### src/rtl/stlb_pkg.sv
// ----------------------------------------------------------------------------
// stlb_pkg
// Shared types and codes for the set-associative TLB.
// ----------------------------------------------------------------------------
package stlb_pkg;

    localparam int VPN_W = 20;
    localparam int PPN_W = 20;

    typedef enum logic [1:0] {
        OP_READ       = 2'd0,
        OP_WRITE      = 2'd1,
        OP_FILL_READ  = 2'd2,
        OP_FILL_WRITE = 2'd3
    } t_op;

    // Classified command handed from the front to the back
    typedef struct packed {
        logic             is_fill;
        logic             is_write;
        logic [VPN_W-1:0] vpn;
        logic [PPN_W-1:0] ppn;
        logic             pte_dirty;
    } t_cmd;

    typedef enum logic [1:0] {
        ST_CLEAR,
        ST_IDLE,
        ST_EXEC
    } t_state;

endpackage

### src/rtl/set_assoc_tlb_lru.sv
// ----------------------------------------------------------------------------
// set_assoc_tlb_lru
// Set-associative TLB with true-LRU replacement and dirty tracking.
// ----------------------------------------------------------------------------
// Each request passes through the execute unit: in IDLE it reads the set row
// from the RAM, and in EXEC it updates the row, writes it back and registers
// the result, holding while an earlier result is unpopped; a two-entry queue
// in front lets new requests land while a result waits. After reset, full
// stays high as a clearing pass writes each set row. One result per request.
module set_assoc_tlb_lru #(
    parameter int SET_BITS = 4,
    parameter int WAYS     = 4
) (
    input  logic        i_clk,
    input  logic        i_rst_n,
    input  logic        push,
    output logic        full,
    input  logic [1:0]  i_operation,
    input  logic [19:0] i_vpn,
    input  logic [19:0] i_fill_ppn,
    input  logic        i_pte_dirty,
    output logic        empty,
    input  logic        pop,
    output logic        o_hit,
    output logic [19:0] o_ppn_out,
    output logic [1:0]  o_way_out,
    output logic        o_mark_pte_dirty
);
    import stlb_pkg::*;

    logic w_cmd_valid;
    logic w_cmd_take;
    logic w_clearing;
    t_cmd w_cmd;

    stlb_front u_front (
        .i_clk       (i_clk),
        .i_rst_n     (i_rst_n),
        .i_push      (push),
        .o_full      (full),
        .i_operation (i_operation),
        .i_vpn       (i_vpn),
        .i_fill_ppn  (i_fill_ppn),
        .i_pte_dirty (i_pte_dirty),
        .i_block     (w_clearing),
        .o_cmd_valid (w_cmd_valid),
        .o_cmd       (w_cmd),
        .i_cmd_take  (w_cmd_take)
    );

    stlb_back #(.SET_BITS(SET_BITS), .WAYS(WAYS)) u_back (
        .i_clk            (i_clk),
        .i_rst_n          (i_rst_n),
        .i_cmd_valid      (w_cmd_valid),
        .i_cmd            (w_cmd),
        .o_cmd_take       (w_cmd_take),
        .o_clearing       (w_clearing),
        .o_empty          (empty),
        .i_pop            (pop),
        .o_hit            (o_hit),
        .o_ppn_out        (o_ppn_out),
        .o_way_out        (o_way_out),
        .o_mark_pte_dirty (o_mark_pte_dirty)
    );

    a_clear_blocks: assert property (@(posedge i_clk) disable iff (!i_rst_n)
        w_clearing |-> full)
        else $error("request accepted during clearing pass");

    a_result_holds: assert property (@(posedge i_clk) disable iff (!i_rst_n)
        (!empty && !pop) |=> !empty)
        else $error("result dropped without pop");

    a_mark_needs_hit: assert property (@(posedge i_clk) disable iff (!i_rst_n)
        (!empty && o_mark_pte_dirty) |-> o_hit)
        else $error("dirty mark without hit");
endmodule

### src/rtl/stlb_ram.sv
// ----------------------------------------------------------------------------
// stlb_ram
// Generic simple dual-port RAM with registered read.
// ----------------------------------------------------------------------------
module stlb_ram #(
    parameter int WIDTH = 8,
    parameter int DEPTH = 16,
    parameter int AW    = (DEPTH > 1) ? $clog2(DEPTH) : 1
) (
    input  logic             i_clk,
    input  logic             i_we,
    input  logic [AW-1:0]    i_waddr,
    input  logic [WIDTH-1:0] i_wdata,
    input  logic             i_re,
    input  logic [AW-1:0]    i_raddr,
    output logic [WIDTH-1:0] o_rdata
);
    logic [WIDTH-1:0] r_mem [DEPTH];
    logic [WIDTH-1:0] r_rdata;

    always_ff @(posedge i_clk) begin
        if (i_we) begin
            r_mem[i_waddr] <= i_wdata;
        end
        if (i_re) begin
            r_rdata <= r_mem[i_raddr];
        end
    end

    assign o_rdata = r_rdata;
endmodule

### src/rtl/stlb_front.sv
// ----------------------------------------------------------------------------
// stlb_front
// Accepts requests, classifies the operation and queues them (two entries).
// ----------------------------------------------------------------------------
module stlb_front (
    input  logic                 i_clk,
    input  logic                 i_rst_n,
    input  logic                 i_push,
    output logic                 o_full,
    input  logic [1:0]           i_operation,
    input  logic [19:0]          i_vpn,
    input  logic [19:0]          i_fill_ppn,
    input  logic                 i_pte_dirty,
    input  logic                 i_block,
    output logic                 o_cmd_valid,
    output stlb_pkg::t_cmd       o_cmd,
    input  logic                 i_cmd_take
);
    import stlb_pkg::*;

    t_cmd       r_q [2];
    logic       r_wp, n_wp;
    logic       r_rp, n_rp;
    logic [1:0] r_cnt, n_cnt;
    logic       push_ok;
    logic       take_ok;
    t_cmd       new_cmd;
    t_op        op;

    assign op      = t_op'(i_operation);
    assign o_full  = (r_cnt == 2'd2) || i_block;
    assign push_ok = i_push && !o_full;
    assign take_ok = i_cmd_take && (r_cnt != 2'd0);

    always_comb begin
        new_cmd.is_fill   = (op == OP_FILL_READ) || (op == OP_FILL_WRITE);
        new_cmd.is_write  = (op == OP_WRITE) || (op == OP_FILL_WRITE);
        new_cmd.vpn       = i_vpn;
        new_cmd.ppn       = i_fill_ppn;
        new_cmd.pte_dirty = i_pte_dirty;
    end

    always_comb begin
        n_wp  = r_wp ^ push_ok;
        n_rp  = r_rp ^ take_ok;
        n_cnt = r_cnt + {1'b0, push_ok} - {1'b0, take_ok};
    end

    always_ff @(posedge i_clk) begin
        if (!i_rst_n) begin
            r_wp  <= 1'b0;
            r_rp  <= 1'b0;
            r_cnt <= 2'd0;
        end else begin
            r_wp  <= n_wp;
            r_rp  <= n_rp;
            r_cnt <= n_cnt;
        end
    end

    always_ff @(posedge i_clk) begin
        if (push_ok) begin
            r_q[r_wp] <= new_cmd;
        end
    end

    assign o_cmd_valid = (r_cnt != 2'd0);
    assign o_cmd       = r_q[r_rp];
endmodule

### src/rtl/stlb_back.sv
// ----------------------------------------------------------------------------
// stlb_back
// Executes lookups and fills: reads a set row, updates it, writes it back.
// ----------------------------------------------------------------------------
module stlb_back #(
    parameter int SET_BITS = 4,
    parameter int WAYS     = 4
) (
    input  logic           i_clk,
    input  logic           i_rst_n,
    input  logic           i_cmd_valid,
    input  stlb_pkg::t_cmd i_cmd,
    output logic           o_cmd_take,
    output logic           o_clearing,
    output logic           o_empty,
    input  logic           i_pop,
    output logic           o_hit,
    output logic [19:0]    o_ppn_out,
    output logic [1:0]     o_way_out,
    output logic           o_mark_pte_dirty
);
    import stlb_pkg::*;

    localparam int SETS   = 1 << SET_BITS;
    localparam int SET_W  = (SET_BITS > 0) ? SET_BITS : 1;
    localparam int TAG_W  = VPN_W - SET_BITS;
    localparam int WAY_W  = (WAYS > 1) ? $clog2(WAYS) : 1;
    localparam int E_W    = 1 + TAG_W + PPN_W + 1 + WAY_W;
    localparam int ROW_W  = WAYS * E_W;
    localparam int DIRTY_O = WAY_W;
    localparam int PAGE_O  = WAY_W + 1;
    localparam int TAG_O   = WAY_W + 1 + PPN_W;
    localparam int VALID_O = E_W - 1;

    t_state r_state, n_state;
    logic [SET_W-1:0] r_clr, n_clr;
    t_cmd   r_cmd;

    logic             ram_we, ram_re;
    logic [SET_W-1:0] ram_waddr, ram_raddr;
    logic [ROW_W-1:0] ram_wdata, ram_rdata;
    logic [ROW_W-1:0] reset_row, upd_row;

    logic             out_free;
    logic             load_out;
    logic             r_out_v;
    logic             r_hit, r_mark;
    logic [PPN_W-1:0] r_ppn;
    logic [1:0]       r_way;

    logic [SET_W-1:0] cmd_set, cur_set;
    logic [TAG_W-1:0] cur_tag;

    logic             found;
    logic [WAY_W-1:0] hit_way, vic_way, sel_way;
    logic [WAY_W-1:0] target;
    logic [PPN_W-1:0] res_ppn;
    logic [1:0]       res_way;

    stlb_ram #(.WIDTH(ROW_W), .DEPTH(SETS)) u_ram (
        .i_clk   (i_clk),
        .i_we    (ram_we),
        .i_waddr (ram_waddr),
        .i_wdata (ram_wdata),
        .i_re    (ram_re),
        .i_raddr (ram_raddr),
        .o_rdata (ram_rdata)
    );

    if (SET_BITS > 0) begin : g_set
        assign cmd_set = i_cmd.vpn[SET_W-1:0];
        assign cur_set = r_cmd.vpn[SET_W-1:0];
    end else begin : g_noset
        assign cmd_set = '0;
        assign cur_set = '0;
    end
    assign cur_tag = r_cmd.vpn[VPN_W-1:SET_BITS];

    always_comb begin
        reset_row = '0;
        for (int w = 0; w < WAYS; w++) begin
            reset_row[w*E_W +: WAY_W] = WAY_W'(WAYS - 1 - w);
        end
    end

    // Lookup, victim choice and LRU promotion on the row just read
    always_comb begin
        found   = 1'b0;
        hit_way = '0;
        vic_way = '0;
        for (int w = WAYS - 1; w >= 0; w--) begin
            if (ram_rdata[w*E_W + VALID_O]
                && ram_rdata[w*E_W + TAG_O +: TAG_W] == cur_tag) begin
                found   = 1'b1;
                hit_way = WAY_W'(w);
            end
            if (ram_rdata[w*E_W +: WAY_W] == WAY_W'(WAYS - 1)) begin
                vic_way = WAY_W'(w);
            end
        end
        sel_way = r_cmd.is_fill ? vic_way : hit_way;
        target  = ram_rdata[sel_way*E_W +: WAY_W];
        upd_row = ram_rdata;
        if (r_cmd.is_fill || found) begin
            for (int w = 0; w < WAYS; w++) begin
                if (ram_rdata[w*E_W +: WAY_W] < target) begin
                    upd_row[w*E_W +: WAY_W] = ram_rdata[w*E_W +: WAY_W] + 1'b1;
                end
            end
            upd_row[sel_way*E_W +: WAY_W] = '0;
            if (r_cmd.is_fill) begin
                upd_row[sel_way*E_W + VALID_O]         = 1'b1;
                upd_row[sel_way*E_W + TAG_O +: TAG_W]  = cur_tag;
                upd_row[sel_way*E_W + PAGE_O +: PPN_W] = r_cmd.ppn;
                upd_row[sel_way*E_W + DIRTY_O] = r_cmd.is_write | r_cmd.pte_dirty;
            end else if (r_cmd.is_write) begin
                upd_row[sel_way*E_W + DIRTY_O] = 1'b1;
            end
        end
        if (r_cmd.is_fill) begin
            res_ppn = r_cmd.ppn;
        end else if (found) begin
            res_ppn = ram_rdata[sel_way*E_W + PAGE_O +: PPN_W];
        end else begin
            res_ppn = '0;
        end
        res_way = (r_cmd.is_fill || found) ? 2'({2'b00, sel_way}) : 2'd0;
    end

    assign out_free = !r_out_v || i_pop;

    always_comb begin
        n_state = r_state;
        unique case (r_state)
            ST_CLEAR: if (r_clr == SET_W'(SETS - 1)) n_state = ST_IDLE;
            ST_IDLE:  if (i_cmd_valid) n_state = ST_EXEC;
            ST_EXEC:  if (out_free) n_state = ST_IDLE;
            default:  n_state = ST_CLEAR;
        endcase
    end

    always_comb begin
        ram_we     = 1'b0;
        ram_waddr  = cur_set;
        ram_wdata  = upd_row;
        ram_re     = 1'b0;
        ram_raddr  = cmd_set;
        o_cmd_take = 1'b0;
        load_out   = 1'b0;
        n_clr      = r_clr;
        unique case (r_state)
            ST_CLEAR: begin
                ram_we    = 1'b1;
                ram_waddr = r_clr;
                ram_wdata = reset_row;
                n_clr     = r_clr + 1'b1;
            end
            ST_IDLE: begin
                ram_re     = i_cmd_valid;
                o_cmd_take = i_cmd_valid;
            end
            ST_EXEC: begin
                ram_we   = out_free;
                load_out = out_free;
            end
            default: begin
                n_clr = '0;
            end
        endcase
    end

    always_ff @(posedge i_clk) begin
        if (!i_rst_n) begin
            r_state <= ST_CLEAR;
            r_clr   <= '0;
            r_out_v <= 1'b0;
        end else begin
            r_state <= n_state;
            r_clr   <= n_clr;
            if (load_out) begin
                r_out_v <= 1'b1;
            end else if (i_pop) begin
                r_out_v <= 1'b0;
            end
        end
    end

    always_ff @(posedge i_clk) begin
        if (o_cmd_take) begin
            r_cmd <= i_cmd;
        end
        if (load_out) begin
            r_hit  <= !r_cmd.is_fill && found;
            r_mark <= !r_cmd.is_fill && found && r_cmd.is_write;
            r_ppn  <= res_ppn;
            r_way  <= res_way;
        end
    end

    assign o_clearing       = (r_state == ST_CLEAR);
    assign o_empty          = !r_out_v;
    assign o_hit            = r_hit;
    assign o_ppn_out        = r_ppn;
    assign o_way_out        = r_way;
    assign o_mark_pte_dirty = r_mark;
endmodule
### config.mk
export PLATFORM = sky130hd
export DESIGN_NAME = set_assoc_tlb_lru
export DESIGN_NICKNAME = d
export VERILOG_FILES = /design/src/rtl/stlb_pkg.sv /design/src/rtl/set_assoc_tlb_lru.sv /design/src/rtl/stlb_ram.sv /design/src/rtl/stlb_front.sv /design/src/rtl/stlb_back.sv
export SDC_FILE = /design/constraint.sdc
export NUM_CORES = 2
export LEC_CHECK = 0
export BUFFER_PORTS_ARGS = -buffer_cell sky130_fd_sc_hd__buf_4
export CAP_MARGIN = 5
export CORE_MARGIN = 2
export CORE_UTILIZATION = 38
export CTS_CLUSTER_SIZE = 20
export DETAILED_ROUTE_END_ITERATION = 8
export GPL_TIMING_DRIVEN = 1
export PLACE_DENSITY_LB_ADDON = 0.1
export SYNTH_ARGS = -nofsm -noshare
export SYNTH_HDL_FRONTEND = slang
export SYNTH_SLANG_ARGS = --single-unit
### constraint.sdc
create_clock -name i_clk -period 13.4 [get_ports i_clk]
set_clock_uncertainty 0.05 [all_clocks]
set_input_delay 0 -clock i_clk [delete_from_list [all_inputs] [get_ports i_clk]]
set_output_delay 0 -clock i_clk [all_outputs]
set_load 0.02 [all_outputs]
==> flow_metrics.tcl <==
set metrics [dict create \
    leakage_nw 44.7 \
    die_h_um 555 \
    dieArea_um2 307000 \
    period_minus_slack_ns 7.33 \
    grt_pass1_wl_um 552000 \
    cp-end-kind "flip-flop" \
    syn_inst 9129 \
    dr.first_iter.drc_count 8760 \
    gp_congestion 0.920 \
    cts_made_buffers 315 \
    clk-insertion-delay-late_ns 0.92 \
    finalInstanceArea_um2 131000 \
    syn-num-nets 9198 \
    grt_antenna_before_repair 23 \
    hold_class "input pin to flip-flop" \
    synth_top_flop_cell "edfxtp_1" \
    clockBufferDepth 4 \
    core_um2 302000 \
    layout_setup_ws_ns 6.07 \
    ys_warn_count 0 \
    io_pins 73 \
    fin_crit_sh_pct 54.7 \
    syn_area_per_cell_um2 12.6 \
    cts_tree "built" \
    grt_max_degree 159 \
    synth_edf_count 2805 \
    clkSlewWorstSetupHoldPaths_ns 0.06 \
    syn2layout_area_growth_pct 14.1 \
    cp_max_fo 58 \
    globalRouteOverflowTotal 0 \
    max-vdd-ir-drop_mv 0.0934 \
    postCtsHoldBufs 91 \
    rsz0062_at_grt "false" \
    drc 0 \
    crit_type "flip-flop to flip-flop" \
    syn_area_um2 115000 \
    first_pass_iters 5 \
    dpl.hpwl_um 204000 \
    clock_sinks 2817 \
    postRouteWirelength_um 390000 \
    fmax_mhz 136 \
    start_kind "flip-flop" \
    preCtsSetupSlack_ns 6.34 \
    post_dp_cell_area_um2 120000 \
    grt_pass1_vias 72900 \
    viasPerCell 5.74 \
    whs_path_depth 6 \
    arrival_ns 7.79 \
    initial_core_util_pct 38.1 \
    portBuffers 72 \
    powerDensity_nw_per_um2 141 \
    cts.repair.resized 0 \
    synth_seq_cells 2817 \
    maxCapViolCount 0 \
    final_nets 9241 \
    postRouteAntennaNets 0 \
    post_cts_buffers 0 \
    fin_setup_tns_ns 0 \
    wl_per_cell_um 29.1 \
    hold_violations 0 \
    num_rows 202 \
    async_flop_share_pct 0 \
    synthDistinctLibCells 91 \
    die_w_um 555 \
    holdWs_ns 0.219 \
    drv_slew 0 \
    finalSetupViolations 0 \
    drive_gt1_share_pct 9.05 \
    yosysSeqAreaShare_pct 73.3 \
    status "complete, no violations" \
    power.total_w 0.0185 \
    htreeDepth 5 \
    grt_usage_pct 24.7 \
    via_count 76900 \
    required_ns 13.86 \
    r2r_cells 14 \
    cts_root_buf "clkbuf_16" \
    max_slew.worst_pin.slew_ns 1.35 \
    relSlewSlack_pct 9.81 \
]
## cell usage in the layout, fill, tap and decap left out, types with 45 or more instances in the layout
cell,n
o21ai_0,65
nand2_1,2773
xor2_1,45
clkbuf_16,317
a311oi_1,316
dlygate4sd3_1,91
and3_1,160
clkbuf_1,65
buf_4,251
nand3_1,1335
clkinv_1,70
a21oi_1,100
edfxtp_1,2805
nor2_1,152
a31oi_1,170
a22oi_1,63
## power breakdown
part,internal (W),switching [W]
clock network,0.00487,0.00358
logic,0.0000627,0.000211
registers,0.00974,0.0000318
## synth_stat cells, drive strengths merged (15+ instances only)
cell,count,area (um^2)
edfxtp,2805,84200
nand2,2774,10400
nand3,1336,6700
clkbuf,578,2170
a311oi,326,2870
a31oi,173,1080
nor2,168,631
and3,160,1000
a21oi,105,533
buf,70,387
o21ai,70,350
a22oi,63,473
nor3,47,330
xor2,45,394
mux2,43,492
inv,30,115
a32oi,24,210
ha,22,275
nor4,22,169
xnor2,22,193
nor2b,21,131
a211oi,19,160
nand4,18,113
a221oi,15,150
and2,15,96.3
o31ai,15,126
## sequential cells by signal, indices dropped and copies added, names as in the netlist, 2 cells and up, named ones only
| register | count |
|---|---|
| u_back.u_ram.r_mem | 2496 |
| u_back.u_ram.o_rdata | 156 |
| u_front.r_q | 86 |
| u_back.r_cmd | 23 |
| u_back.o_ppn_out | 20 |
| u_back.cur_tag | 16 |
| u_back.cur_set | 4 |
| u_back.r_clr | 4 |
| u_back.o_way_out | 2 |
| u_back.r_state | 2 |
| u_front.r_cnt | 2 |
## area by class of cell
type,instances,area [um^2]
Antenna cell,5,12.5
Clock buffer,382,8180
Clock inverter,164,1760
Fill cell,27600,171000
Inverter,34,153
Multi-Input combinational cell,5630,28400
Sequential cell,2817,84500
Tap cell,3978,4980
Timing Repair Buffer,374,3420
## metal layers
metal,share of wire (%),track usage (%)
met5,0.0069,0
met2,47,39.8
met3,6.8,3.61
met4,3.2,7.70
met1,43,34.6
## path summary, 6_finish.rpt
kind	from	endpoint	slack, ns
hold / removal	push	u_front.r_wp	0.22
hold reg to reg	u_front.r_rp	u_front.r_rp	0.50
setup reg to reg	u_back.cur_tag[5]	u_back.u_ram.r_mem[10][16]	6.07
setup / recovery	u_back.cur_tag[5]	u_back.u_ram.r_mem[10][16]	6.07
## metrics by stage
step                instances  utilization (%)
finish                  13400             43.5
global route            13400             43.5
CTS                     13400             43.4
detailed placement      12700             39.9
global placement        12700             39.9
floorplan                9129                -
## critical path: stages, from the launching register on
cell and delay, ns:
edfxtp_1 0.70, xor2_1 0.28, nor4_1 0.45, nand4_1 0.24, nor2_1 0.31, a211o_1 0.61
nand2_8 0.40, inv_4 0.46, buf_4 0.54, ha_1 0.84, or3_1 0.34, or2_2 0.21
a21oi_1 0.08, or3_1 0.37, a21oi_1 1.03
## cells by family after synthesis
kind of cell / after synthesis / share of synthesized area [%]
flops: 2817 / 73.3
simple gates: 4589 / 17.2
buf+inv: 682 / 2.33
xor+xnor: 67 / 0.510
fa+ha+maj: 22 / 0.239
compound gates: 897 / 5.84
mux: 55 / 0.535
No activity file was read; power rests on OpenSTA's default activity.
